[src/hw/rtl/tom_pkg.sv]
// ----------------------------------------------------------------------------
// tom_pkg: shared types and constants for the tile occlusion map
// Command codes, register indexes, controller state, and the command and
// status bundles between the controller and the datapath.
// ----------------------------------------------------------------------------
package tom_pkg;

	// map geometry defaults (tiles)
	localparam int TOM_MAP_COLS = 96;
	localparam int TOM_MAP_ROWS = 64;

	// field widths
	localparam int TOM_COORD_W = 16;
	localparam int TOM_SIZE_W  = 10;
	localparam int TOM_Z_W     = 8;
	localparam int TOM_REG_W   = 10;
	localparam int TOM_OUT_W   = 13;

	// tile is 8x8 pixels
	localparam int TOM_TILE_SHIFT = 3;
	localparam int TOM_TILE_ROUND = 7;

	// owner code of an unclaimed tile
	localparam logic [TOM_Z_W-1:0] TOM_TILE_EMPTY = 8'hFF;

	// occluded when covered*100/total > 50
	localparam int TOM_PCT_SCALE = 100;
	localparam int TOM_PCT_LIMIT = 50;

	// configuration register reset values
	localparam logic [TOM_REG_W-1:0] TOM_SCREEN_W_RST = 10'd768;
	localparam logic [TOM_REG_W-1:0] TOM_SCREEN_H_RST = 10'd512;

	typedef enum logic [1:0] {
		CMD_CLEAR = 2'd0,
		CMD_PAINT = 2'd1,
		CMD_QUERY = 2'd2,
		CMD_NOP   = 2'd3
	} tom_command_t;

	typedef enum logic {
		REG_SCREEN_WIDTH  = 1'b0,
		REG_SCREEN_HEIGHT = 1'b1
	} tom_reg_t;

	typedef enum logic [2:0] {
		ST_INIT,
		ST_IDLE,
		ST_CLEAR,
		ST_SPAN,
		ST_BASE,
		ST_WALK,
		ST_DRAIN,
		ST_FINISH
	} tom_state_t;

	// controller -> datapath
	typedef struct packed {
		logic capture;
		logic sweep;
		logic span;
		logic base;
		logic walk;
		logic finish;
	} tom_ctrl_t;

	// datapath -> controller
	typedef struct packed {
		logic sweep_last;
		logic span_empty;
		logic walk_last;
		logic out_free;
	} tom_stat_t;

endpackage

[src/hw/rtl/tom_ctrl.sv]
// ----------------------------------------------------------------------------
// tom_ctrl: command sequencer
// Steps each paint or query through capture, span setup, tile walk and result
// hand-off; runs the clearing sweep after reset and for the clear command.
// ----------------------------------------------------------------------------
module tom_ctrl
	import tom_pkg::*;
(
	input  logic         clk,
	input  logic         arst_n,
	input  logic         in_valid,
	input  logic [1:0]   in_command,
	output logic         in_stall,
	input  tom_stat_t    stat,
	output tom_ctrl_t    ctrl
);

	tom_state_t state_q, state_d;

	// state register
	always_ff @(posedge clk or negedge arst_n) begin
		if (!arst_n) begin
			state_q <= ST_INIT;
		end else begin
			state_q <= state_d;
		end
	end

	// next state
	always_comb begin
		state_d = state_q;
		unique case (state_q)
			ST_INIT: begin
				if (stat.sweep_last) state_d = ST_IDLE;
			end
			ST_IDLE: begin
				if (in_valid) begin
					unique case (tom_command_t'(in_command))
						CMD_CLEAR: state_d = ST_CLEAR;
						CMD_PAINT, CMD_QUERY: state_d = ST_SPAN;
						default: state_d = ST_FINISH;
					endcase
				end
			end
			ST_CLEAR: begin
				if (stat.sweep_last) state_d = ST_FINISH;
			end
			ST_SPAN: state_d = ST_BASE;
			ST_BASE: begin
				state_d = stat.span_empty ? ST_FINISH : ST_WALK;
			end
			ST_WALK: begin
				if (stat.walk_last) state_d = ST_DRAIN;
			end
			ST_DRAIN: state_d = ST_FINISH;
			ST_FINISH: begin
				if (stat.out_free) state_d = ST_IDLE;
			end
			default: state_d = ST_INIT;
		endcase
	end

	// outputs
	always_comb begin
		ctrl         = '0;
		in_stall     = (state_q != ST_IDLE);
		ctrl.capture = (state_q == ST_IDLE) && in_valid;
		ctrl.sweep   = (state_q == ST_INIT) || (state_q == ST_CLEAR);
		ctrl.span    = (state_q == ST_SPAN);
		ctrl.base    = (state_q == ST_BASE) && !stat.span_empty;
		ctrl.walk    = (state_q == ST_WALK);
		ctrl.finish  = (state_q == ST_FINISH) && stat.out_free;
	end

	// a result is only loaded into a free output slot
	a_finish_free: assert property (@(posedge clk) disable iff (!arst_n)
		ctrl.finish |-> stat.out_free)
		else $error("result loaded while output slot busy");

	// a walk always ends in the drain state before the result
	a_walk_drain: assert property (@(posedge clk) disable iff (!arst_n)
		(ctrl.walk && stat.walk_last) |=> (state_q == ST_DRAIN) ##1 (state_q == ST_FINISH))
		else $error("walk did not drain before finish");

	// a new request is never taken while memory work is in flight
	a_capture_alone: assert property (@(posedge clk) disable iff (!arst_n)
		ctrl.capture |-> !(ctrl.sweep || ctrl.walk || ctrl.span || ctrl.base))
		else $error("request captured during memory work");

endmodule

[config.mk]
export PLATFORM = sky130hd
export DESIGN_NAME = tom_ctrl
export DESIGN_NICKNAME = d
export VERILOG_FILES = /design/src/hw/rtl/tom_pkg.sv /design/src/hw/rtl/tom_ctrl.sv
export SDC_FILE = /design/constraint.sdc
export NUM_CORES = 1
export LEC_CHECK = 0
export ABC_AREA = 1
export BUFFER_PORTS_ARGS = -buffer_cell sky130_fd_sc_hd__buf_2
export CORE_AREA = 8 8 45 47
export CTS_BUF_LIST = sky130_fd_sc_hd__clkbuf_2
export CTS_CLUSTER_DIAMETER = 100
export DETAILED_ROUTE_END_ITERATION = 6
export DIE_AREA = 0 0 53 55
export SYNTH_ARGS = -nofsm -noshare
export SYNTH_HDL_FRONTEND = slang
export SYNTH_SLANG_ARGS = --single-unit
[constraint.sdc]
create_clock -name clk -period 1.4 [get_ports clk]
set_clock_uncertainty 0.05 [all_clocks]
set_input_delay 0.21 -clock clk [delete_from_list [all_inputs] [get_ports clk]]
set_output_delay 0.21 -clock clk [all_outputs]
set_load 0.02 [all_outputs]
Word-level counts from Yosys, hierarchy flattened
Index checks and enable logic that the tools add are counted.
W data, S select, Z words.
- add/subtract/negate cells: 0
- $mul: 0
- div/mod/pow operators: 0
- magnitude comparators: 0
- eq/ne operators: 15
- shift operators: 0
- muxes and demuxes: 8
- bitwise logic cells: 0
- reduce and logical (&&, ||, !) cells: 9
- operators with widths (cell ; count):
    $pmux W3 S8 ; 1
    $mux W3 ; 5
    $eq A3 B3 Y1 const B ; 4
    $ne A2 B2 Y1 const B ; 5
    $eq A3 B2 Y1 const B ; 2
    $pmux W3 S2 ; 1
    $reduce_and A5 Y1 ; 1
    $eq A3 B1 Y1 const B ; 1
    $logic_and A1 B1 Y1 ; 3
    $logic_not A3 Y1 ; 1
    $ne A3 B1 Y1 const B ; 1
    $eq A2 B1 Y1 const B ; 1
    $eq A2 B2 Y1 const B ; 1
    $logic_not A2 Y1 ; 1
    $mux W2 ; 1
    $reduce_or A2 Y1 ; 1
    $logic_not A1 Y1 ; 1
    $logic_or A1 B1 Y1 ; 1
- bits in registers: 3
- bits in latches: 0
- RAM bits: 0
- ROM bits: 0
- input port bits: 9
- output and inout bits: 7
- memories kept: 0

Longest topological paths before layout
Gate-level depths: netlist (run 1).
- depth after elaboration: 5
- gate-level depth with buffers: 8
- gate-level depth less buffers: 7

Least setup slack after synthesis (run 1)
Ideal clock, no wire load.
- path type: register to output
- start point: register state_q[0]
- end point: output ctrl[2] in the netlist's numbering
- arrival: 1.241 ns
- data required time: 1.140 ns
- slack: -0.101 ns
- cell stages (with the launch flop): 3
- buffers on the path: 1
- cell sequence: dfrtp_1 buf_8 nor4_1
- RTL lines (item ; line ; source):
    from (decl) ; tom_ctrl.sv:18 ; tom_state_t state_q, state_d;
    from (signal assigned) ; tom_ctrl.sv:25 ; state_q <= state_d;
    to (decl) ; tom_ctrl.sv:15 ; output tom_ctrl_t ctrl

==> results of run 1 <==
[per-layer routing]
| metal | part of all wire (%) | vias up |
|---|---|---|
| li1 | - | 194 |
| met5 | 0 | - |
| met1 | 34 | 175 |
| met4 | 3.4 | 0 |
| met3 | 9.1 | 5 |
| met2 | 53 | 16 |
[report_power, final]
part	leakage (nW)	switching [mW]	total [mW]	internal, mW
Sequential	0.0309	0.137	0.280	0.143
Clock	0.0166	0.0497	0.125	0.0753
Combinational	0.238	0.494	0.898	0.403
[synthesized netlist by cell type (all sizes together)]
cell type   n
dfrtp       3
nor4        1
a21boi      1
nand2       9
nor3        1
nor2       13
inv         7
o21ai       4
buf         3
nand3       6
[final timing paths]
check	from	endpoint	slack (ps)	cells past startpoint
min in group clk	stat[1]	state_q[2]	320	4
hold / removal	arst_n	state_q[2]	270	2
max in group asynchronous	arst_n	state_q[0]	910	2
hold reg to reg	state_q[1]	state_q[1]	720	3
setup / recovery	state_q[1]	ctrl[2]	6	2
setup reg to reg	state_q[0]	state_q[2]	80	5
[cells by family after synthesis]
group	count (synthesis)	share of synthesized area, %
and+or+nand+nor	30	55.5
buffers and inverters	10	17.9
AOI/OAI and AO/OA	5	7.14
DFF	3	19.5
[critical path: stages, from the launching register on]
cell,delay [ps]
dfrtp_2,480
nor4_4,270
buf_4,180
[final cells by class]
cell class                 count  area [um2]  area share [%]
inverter                       7        31.3            5.25
timing repair buffer          22         164            27.5
clock buffer                   4        20.0            3.36
multi-input combinational     35         282            47.3
tap                           16        20.0            3.36
sequential                     3        78.8            13.2
[through the flow]
step	power, mW	utilization, %	worst slack [ps]	instance area (um2)
global route	1.41	43.0	-59.3	596
detailed placement	0.965	33.5	19.5	464
global placement	0.947	33.5	63.6	464
CTS	1.17	37.7	-16.7	522
finish	1.30	43.0	6.35	596
floorplan	0.869	-	112	392
[repair_timing]
item                                    CTS  global route
pin swaps                                 1             3
hold buffers                              1             0
setup buffers                             2             2
endpoints found under the setup margin    7             6
resized for setup                         6            17
endpoints found under the hold margin     3             0
==> flow_summary.yaml, run 1 <==
run_status:
  status: "complete, no violations"
route:
  drt_wl_total_um: 1050
  detail_route.drc_violations: 0
  vias: 390
  drtPass1Iterations: 4
  vias_per_cell: 4.48
  detail-route-antenna-nets: 0
  initialDrtViolationCount: 7
  routed_wire_length_per_instance_um: 12.0
global_route:
  maximum_number_of_pins_on_one_net_before_global_route_repair: 7
  global_route.usage.total_pct: 7.88
  gr-usage-met1_pct: 7.32
  top_usage_layer: "met2"
  grt_pass1_vias: 380
  globalRouteMet2Util_pct: 12.7
  global_route.overflow_total: 0
  wire_length_of_the_first_global_routing_pass_um: 1640
  use_met3_pct: 4.28
  antenna_violations_before_repair: 0
floorplan:
  pin_count: 16
  die_height_um: 55
  row_count: 14
  initial_utilization_pct: 27.8
  die-width_um: 53
  die_area_um2: 2920
  placeableCoreArea_um2: 1380
worst_hold_path:
  timing.hold.worst.class: "in2async"
finish:
  post_route_cells_drive_above_1_share_pct: 64.8
  mostFrequentLayoutCells: "9 x buf_2, 8 x nand2_1, 7 x nor2_4, 7 x buf_4, 5 x buf_6"
  fillers: 142
  largest-register: "state_q"
  final_nets: 81
  most_common_library_cell_in_the_layout_ignoring_fill_and_taps: "buf_2"
  largest_register_ffs: 3
  area_growth_pct: 54.5
  largest_registers: "state_q: 3 flops"
  antenna_cells: 0
  final_cell_count_no_fill: 87
sta:
  maxSlewViolCount: 0
  fmax_ghz: 0.718
  rsz_0062_raised_after_global_routing: "yes"
  report.final.setup_viol: 0
  final.period_utilization_pct: 99.5
  max_slew.worst_pin.slew_ps: 229
  min_period_ps: 1390
  relSlewSlack_pct: 84.7
  setup_total_negative_slack_ps: 0
  hold_viol: 0
  finalHoldWorstSlack_ps: 270
power:
  ir_drop_mv: 0.483
  cellPowerDensity_nw_per_um2: 2190
  power.static_leakage_nw: 0.285
placed_design:
  dp_cells: 78
  dp_hpwl_um: 804
  place.gp.congestion: 0.724
  placement.io_buffers: 15
clock_tree:
  clk_pin_slew_ps: 50
  clock_path_buffers: 2
  number_of_buffers_created_by_cts: 3
  cts_max_level: 1
  number_of_sinks_driven_by_the_clock_tree: 3
  clkLatencyLatePin_ps: 210
  ctsRootBufferMaster: "clkbuf_2"
  cts_tree: "done"
job:
  cap_violations: 0
critical_path:
  worstPathRequired_ps: 1140
  cp.arrival_ps: 1130
  worstPathMaxFanout: 6
  startpoint_type: "flop"
  critical_path_class: "reg2out"
  worstSetupEndpointType: "output pin"
synth:
  netlist_top_cells_area: "dfrtp_1 19%, nor2_4 12%, nand3_4 9.1%"
  syn_area_per_cell_um2: 8.03
  synth_nets: 57
  synth.distinct_cells: 18
  synth.cell_area_um2: 385
  synth_seq_area_share_pct: 19.5
  syn-instance-count: 48
  synthesis.yosys.warnings: 0
  synth_seq_cells: 3
  post-synth-top-area-fraction_pct: 19.5
  yosysTopAreaCell: "dfrtp_1"
No activity file was read; power rests on OpenSTA's default activity.
==> run 2: changes to the inputs <==
BUFFER_PORTS_ARGS = not set   (was -buffer_cell sky130_fd_sc_hd__buf_2)
DONT_BUFFER_PORTS = 1   (was not set)
==> flow_summary.yaml, run 2 (synthesis gave the netlist of run 1 again) <==
finish:
  fillers: 149
  largest_register_ffs: 3
  largest-register: "state_q"
  mostFrequentLayoutCells: "9 x buf_4, 8 x nand2_1, 6 x nor2_4"
  multi_input_area_um2: 268
  post_route_cells_drive_above_1_share_pct: 60.3
  most_common_library_cell_in_the_layout_ignoring_fill_and_taps: "buf_4"
  utilization_pct: 39.1
  area_growth_pct: 40.3
  final_nets: 73
  largest_registers: "state_q: 3 flops"
  antenna_cells: 0
  ff_latch_area_um2: 78.8
sta:
  relSlewSlack_pct: 87.2
  min_period_ps: 1390
  max_slew.worst_pin.slew_ps: 190
  setup_total_negative_slack_ps: 0
  final.period_utilization_pct: 98.9
  postLayoutSetupSlackWorst_ps: 14.9
  rsz_0062_raised_after_global_routing: "yes"
  fmax_ghz: 0.722
  report.final.setup_viol: 0
  maxSlewViolCount: 0
  hold_viol: 0
floorplan:
  die_height_um: 55
  placeableCoreArea_um2: 1380
  die-width_um: 53
  die_area_um2: 2920
  row_count: 14
  pin_count: 16
  initial_utilization_pct: 27.8
run_status:
  status: "complete, no violations"
critical_path:
  worstPathRequired_ps: 1140
  critical_path_class: "reg2out"
  register_to_register_path_setup_slack_ps: 140
  critical_path_cell_with_the_highest_stage_delay: "dfrtp_2"
  cp.arrival_ps: 1130
  worst-r2r-cell-count: 5
  worstSetupEndpointType: "output pin"
  crit_path_max_incr_delay_ps: 470
  startpoint_type: "flop"
  regToRegEndpoint: "state_q[2]"
  worstPathMaxFanout: 6
  path_cells: "nor4_2 -> buf_4"
  regToRegStartpoint: "state_q[0]"
global_route:
  global_route.overflow_total: 0
  grt_pass1_vias: 332
  wire_length_of_the_first_global_routing_pass_um: 1580
  global_route.usage.total_pct: 7.49
  maximum_number_of_pins_on_one_net_before_global_route_repair: 7
  antenna_violations_before_repair: 0
clock_tree:
  clk_pin_slew_ps: 50
  clkLatencyLatePin_ps: 210
  clock_path_buffers: 2
  cts_tree: "done"
  number_of_sinks_driven_by_the_clock_tree: 3
  number_of_buffers_created_by_cts: 3
  cts_max_level: 1
  ctsRootBufferMaster: "clkbuf_2"
power:
  ir_drop_mv: 0.653
  power.static_leakage_nw: 0.253
  cellPowerDensity_nw_per_um2: 2310
route:
  drt_wl_total_um: 877
  vias_per_cell: 4.37
  routed_wire_length_per_instance_um: 11.1
  detail-route-antenna-nets: 0
  initialDrtViolationCount: 5
  detail_route.drc_violations: 0
  vias: 345
  drtPass1Iterations: 4
placed_design:
  detailedPlace.worstSlack_ps: 44.2
  placement.io_buffers: 0
  place.gp.congestion: 0.735
  dp_hpwl_um: 630
worst_hold_path:
  timing.hold.worst.class: "in2reg"
  min_from: "in_valid"
  min_delay_worst_endpoint: "state_q[2]"
  hold-path-cell-count: 2
job:
  cap_violations: 0
-- run 2: cell count changes in the layout (fill, tap and decap cells not counted) --
| cell | previous run | this run |
|---|---|---|
| buf_2 | 9 | 0 |
| buf_4 | 7 | 9 |
| buf_6 | 5 | 4 |
| nor2_4 | 7 | 6 |
| nor2_2 | 1 | 2 |
| nor4_2 | 0 | 1 |
| nor4_4 | 1 | 0 |
-- run 2: worst max-delay path by stage --
| stage | startpoint | to | slack, ps |
|---|---|---|---|
| finish | state_q[1] | ctrl[2] | 10 |
| CTS | state_q[1] | ctrl[2] | -8 |
| global route | state_q[1] | ctrl[2] | -70 |
| global placement | state_q[0] | ctrl[0] | 50 |
| floorplan | state_q[0] | ctrl[2] | 110 |
| detailed placement | state_q[0] | ctrl[0] | 40 |
-- run 2: layout make-up --
cell class | instances | area share, %
inverters | 7 | 5.79
well taps | 16 | 3.70
repair buffers | 14 | 22.7
flip-flops and latches | 3 | 14.6
multi-input cells | 35 | 49.5
clock buffers | 4 | 3.70
-- run 2: where the power goes --
part	switching (mW)	internal, mW	total, mW
combinational	0.460	0.397	0.857
clock	0.0538	0.0754	0.129
sequential	0.121	0.143	0.264
total	0.635	0.616	1.25
-- run 2: per-stage QoR --
step | hold WS [ps] | instances | area [um2] | power, mW
global placement | -135 | 68 | 427 | 0.914
global route | 173 | 79 | 541 | 1.39
detailed placement | -135 | 68 | 427 | 0.919
finish | 192 | 79 | 541 | 1.25
floorplan | -136 | 48 | 392 | 0.869
CTS | 178 | 78 | 498 | 1.17
-- run 2: worst max-delay path, delay by kind of cell, from the launching register on --
family        cells  cell delay [ps]
simple gates      1              260
buf+inv           1              180
flops             1              470
-- run 2: metal layers --
layer	global-route usage, %	vias up	part of all wire [%]
met5	0	-	0
met4	1.29	0	0
met3	6.15	0	14
met2	12.3	13	52
met1	7.32	150	34
li1	-	182	-
-- run 2: repair_timing --
item / CTS / global route
pin swaps: 2 / 2
resized for setup: 3 / 11
setup buffers: 5 / 1
endpoints found under the hold margin: 3 / 0
hold buffers: 1 / 0
endpoints found under the setup margin: 7 / 5
==> run 3: changes to the inputs <==
ABC_AREA = not set   (was 1)
CAP_MARGIN = 20   (was not set)
==> flow_summary.yaml, run 3 <==
global_route:
  grt_pass1_vias: 312
  antenna_violations_before_repair: 0
  maximum_number_of_pins_on_one_net_before_global_route_repair: 12
  wire_length_of_the_first_global_routing_pass_um: 1390
  global_route.overflow_total: 0
  global_route.usage.total_pct: 6.73
critical_path:
  regToRegEndpoint: "state_q[1]"
  worstPathMaxFanout: 5
  regToRegStartpoint: "state_q[0]"
  path_cells: "buf_4 -> nor4b_1 -> or2_4 -> nor2b_4 -> o221a_1"
  critical_path_cell_with_the_highest_stage_delay: "dfrtp_1"
  critical_path_class: "reg2reg"
  critical_path_buf_inv_count: 1
  register_to_register_path_setup_slack_ps: -60
  startpoint_type: "flop"
  worstSetupEndpointType: "flop"
  crit_path_max_incr_delay_ps: 370
  crit_cells: 5
  crit_path_end: "state_q[1]"
  worst-r2r-cell-count: 5
  crit_start: "state_q[0]"
  crit_family: "simple AND/OR/NAND/NOR gates"
  cp.arrival_ps: 1500
  worstPathRequired_ps: 1440
clock_tree:
  ctsRootBufferMaster: "clkbuf_2"
  cts_tree: "done"
  cts_max_level: 1
  clock_path_buffers: 2
  number_of_buffers_created_by_cts: 3
  clk_pin_slew_ps: 50
  clkLatencyLatePin_ps: 210
  number_of_sinks_driven_by_the_clock_tree: 3
finish:
  area_growth_pct: 70.0
  largest_register_ffs: 3
  largest-register: "state_q"
  largest_registers: "state_q: 3 flops"
  post_route_cells_drive_above_1_share_pct: 55.6
  finalInstanceArea_um2: 440
  multi_input_area_um2: 208
  final_nets: 55
  most_common_library_cell_in_the_layout_ignoring_fill_and_taps: "buf_4"
  antenna_cells: 0
  fillers: 149
  final_cell_count_no_fill: 61
  mostFrequentLayoutCells: "6 x buf_4, 5 x buf_6, 4 x nand2_1, 4 x clkbuf_2"
  ff_latch_area_um2: 76.3
sta:
  min_period_ps: 1460
  final.period_utilization_pct: 105
  max_slew.worst_pin.slew_ps: 386
  report.final.setup_viol: 3
  maxSlewViolCount: 0
  fmax_ghz: 0.683
  hold_viol: 0
  postLayoutSetupSlackWorst_ps: -64.5
  setup_total_negative_slack_ps: -105
  rsz_0062_raised_after_global_routing: "yes"
  relSlewSlack_pct: 74.2
synth:
  syn-instance-count: 31
  synth.distinct_cells: 20
  synthesis.yosys.warnings: 0
  post_synth_edffs: 0
  syn_area_per_cell_um2: 8.35
  async_set_or_reset_register_ratio_after_synthesis_pct: 100
  yosysTopAreaCell: "dfrtp_1"
  synth_nets: 40
  post-synth-top-area-fraction_pct: 29.0
  synth_seq_area_share_pct: 29.0
  synth.cell_area_um2: 259
  synth_seq_cells: 3
  netlist_top_cells_area: "dfrtp_1 29%, nor4b_1 6.8%, nand2_1 5.8%"
  synth_ff_type: "dfrtp_1"
  synth_top_cells_by_count: "4 x nand2_1, 4 x nor2_1, 3 x dfrtp_1"
route:
  vias_per_cell: 4.93
  vias: 301
  drt_wl_total_um: 989
  detail_route.drc_violations: 0
  routed_wire_length_per_instance_um: 16.2
  detail-route-antenna-nets: 0
  initialDrtViolationCount: 14
  drtPass1Iterations: 4
placed_design:
  placement.io_buffers: 0
  dp_hpwl_um: 627
  dp_cells: 51
  postPlaceCellArea_um2: 319
  place.gp.congestion: 0.757
floorplan:
  die_height_um: 55
  initial_utilization_pct: 18.7
  die-width_um: 53
  placeableCoreArea_um2: 1380
  die_area_um2: 2920
  row_count: 14
  pin_count: 16
job:
  cap_violations: 0
worst_hold_path:
  timing.hold.worst.class: "in2reg"
power:
  power.static_leakage_nw: 0.195
  ir_drop_mv: 0.708
  cellPowerDensity_nw_per_um2: 2520
  fin_total_pwr_mw: 1.11
run_status:
  failing_checks: "negative setup slack"
  status: "finished with violations"
run 3: cell types whose count changed after synthesis, moves of 4 or more:
cell     before  now
inv_1         5    0
nor2_4        4    0
nand2_1       8    4
nor2_1        8    4
run 3: metal layers:
layer | vias up | track usage [%] | routed length, um
met4 | 0 | 6.47 | 4
met2 | 13 | 11.5 | 565
li1 | 141 | - | -
met3 | 2 | 1.87 | 82
met5 | - | 0 | 0
met1 | 145 | 6.40 | 337
run 3: cell families (layout without fill, tap and decap cells):
kind of cell	Yosys count	count (layout)	synth area share, %
simple gates	18	18	40.6
compound gates	6	6	19.3
flops	3	3	29.0
buf+inv	3	17	7.25
mux	1	1	3.86
run 3: power breakdown:
group          leakage [nW]  internal (mW)  switching (mW)
logic                 0.146          0.410           0.394
clock network        0.0166         0.0754          0.0476
registers            0.0315          0.134          0.0504
run 3: area by class of cell:
type / instances / area share, %
Multi-Input combinational cell: 25 / 47.2
Timing Repair Buffer: 13 / 26.4
Sequential cell: 3 / 17.3
Clock buffer: 4 / 4.55
Tap cell: 16 / 4.55
run 3: per-stage QoR:
stage | setup WS, ps | hold WS [ps] | util, %
3_5_place_dp | 24.0 | -135 | 23.1
3_3_place_gp | 57.7 | -135 | 23.1
6_report | -64.5 | 178 | 31.8
2_1_floorplan | 37.3 | -136 | -
5_1_grt | -90.6 | 167 | 31.8
4_1_cts | -71.2 | 154 | 30.0
run 3: repair_timing:
action / 4_1_cts / 5_1_grt
hold endpoints to repair: 3 / 0
endpoints found under the setup margin: 5 / 7
cloned: 0 / 1
buffers inserted: 3 / 1
resized for setup: 12 / 4
hold buffers: 1 / 0
pin swaps: 4 / 3
run 3: how the worst min path moves through the flow:
stage | startpoint | endpoint | depth (start not counted)
2_1_floorplan | arst_n | state_q[0] | 0
3_3_place_gp | arst_n | state_q[2] | 0
3_5_place_dp | arst_n | state_q[1] | 0
4_1_cts | stat[3] | state_q[0] | 2
5_1_grt | stat[3] | state_q[0] | 2
6_report | stat[3] | state_q[0] | 2
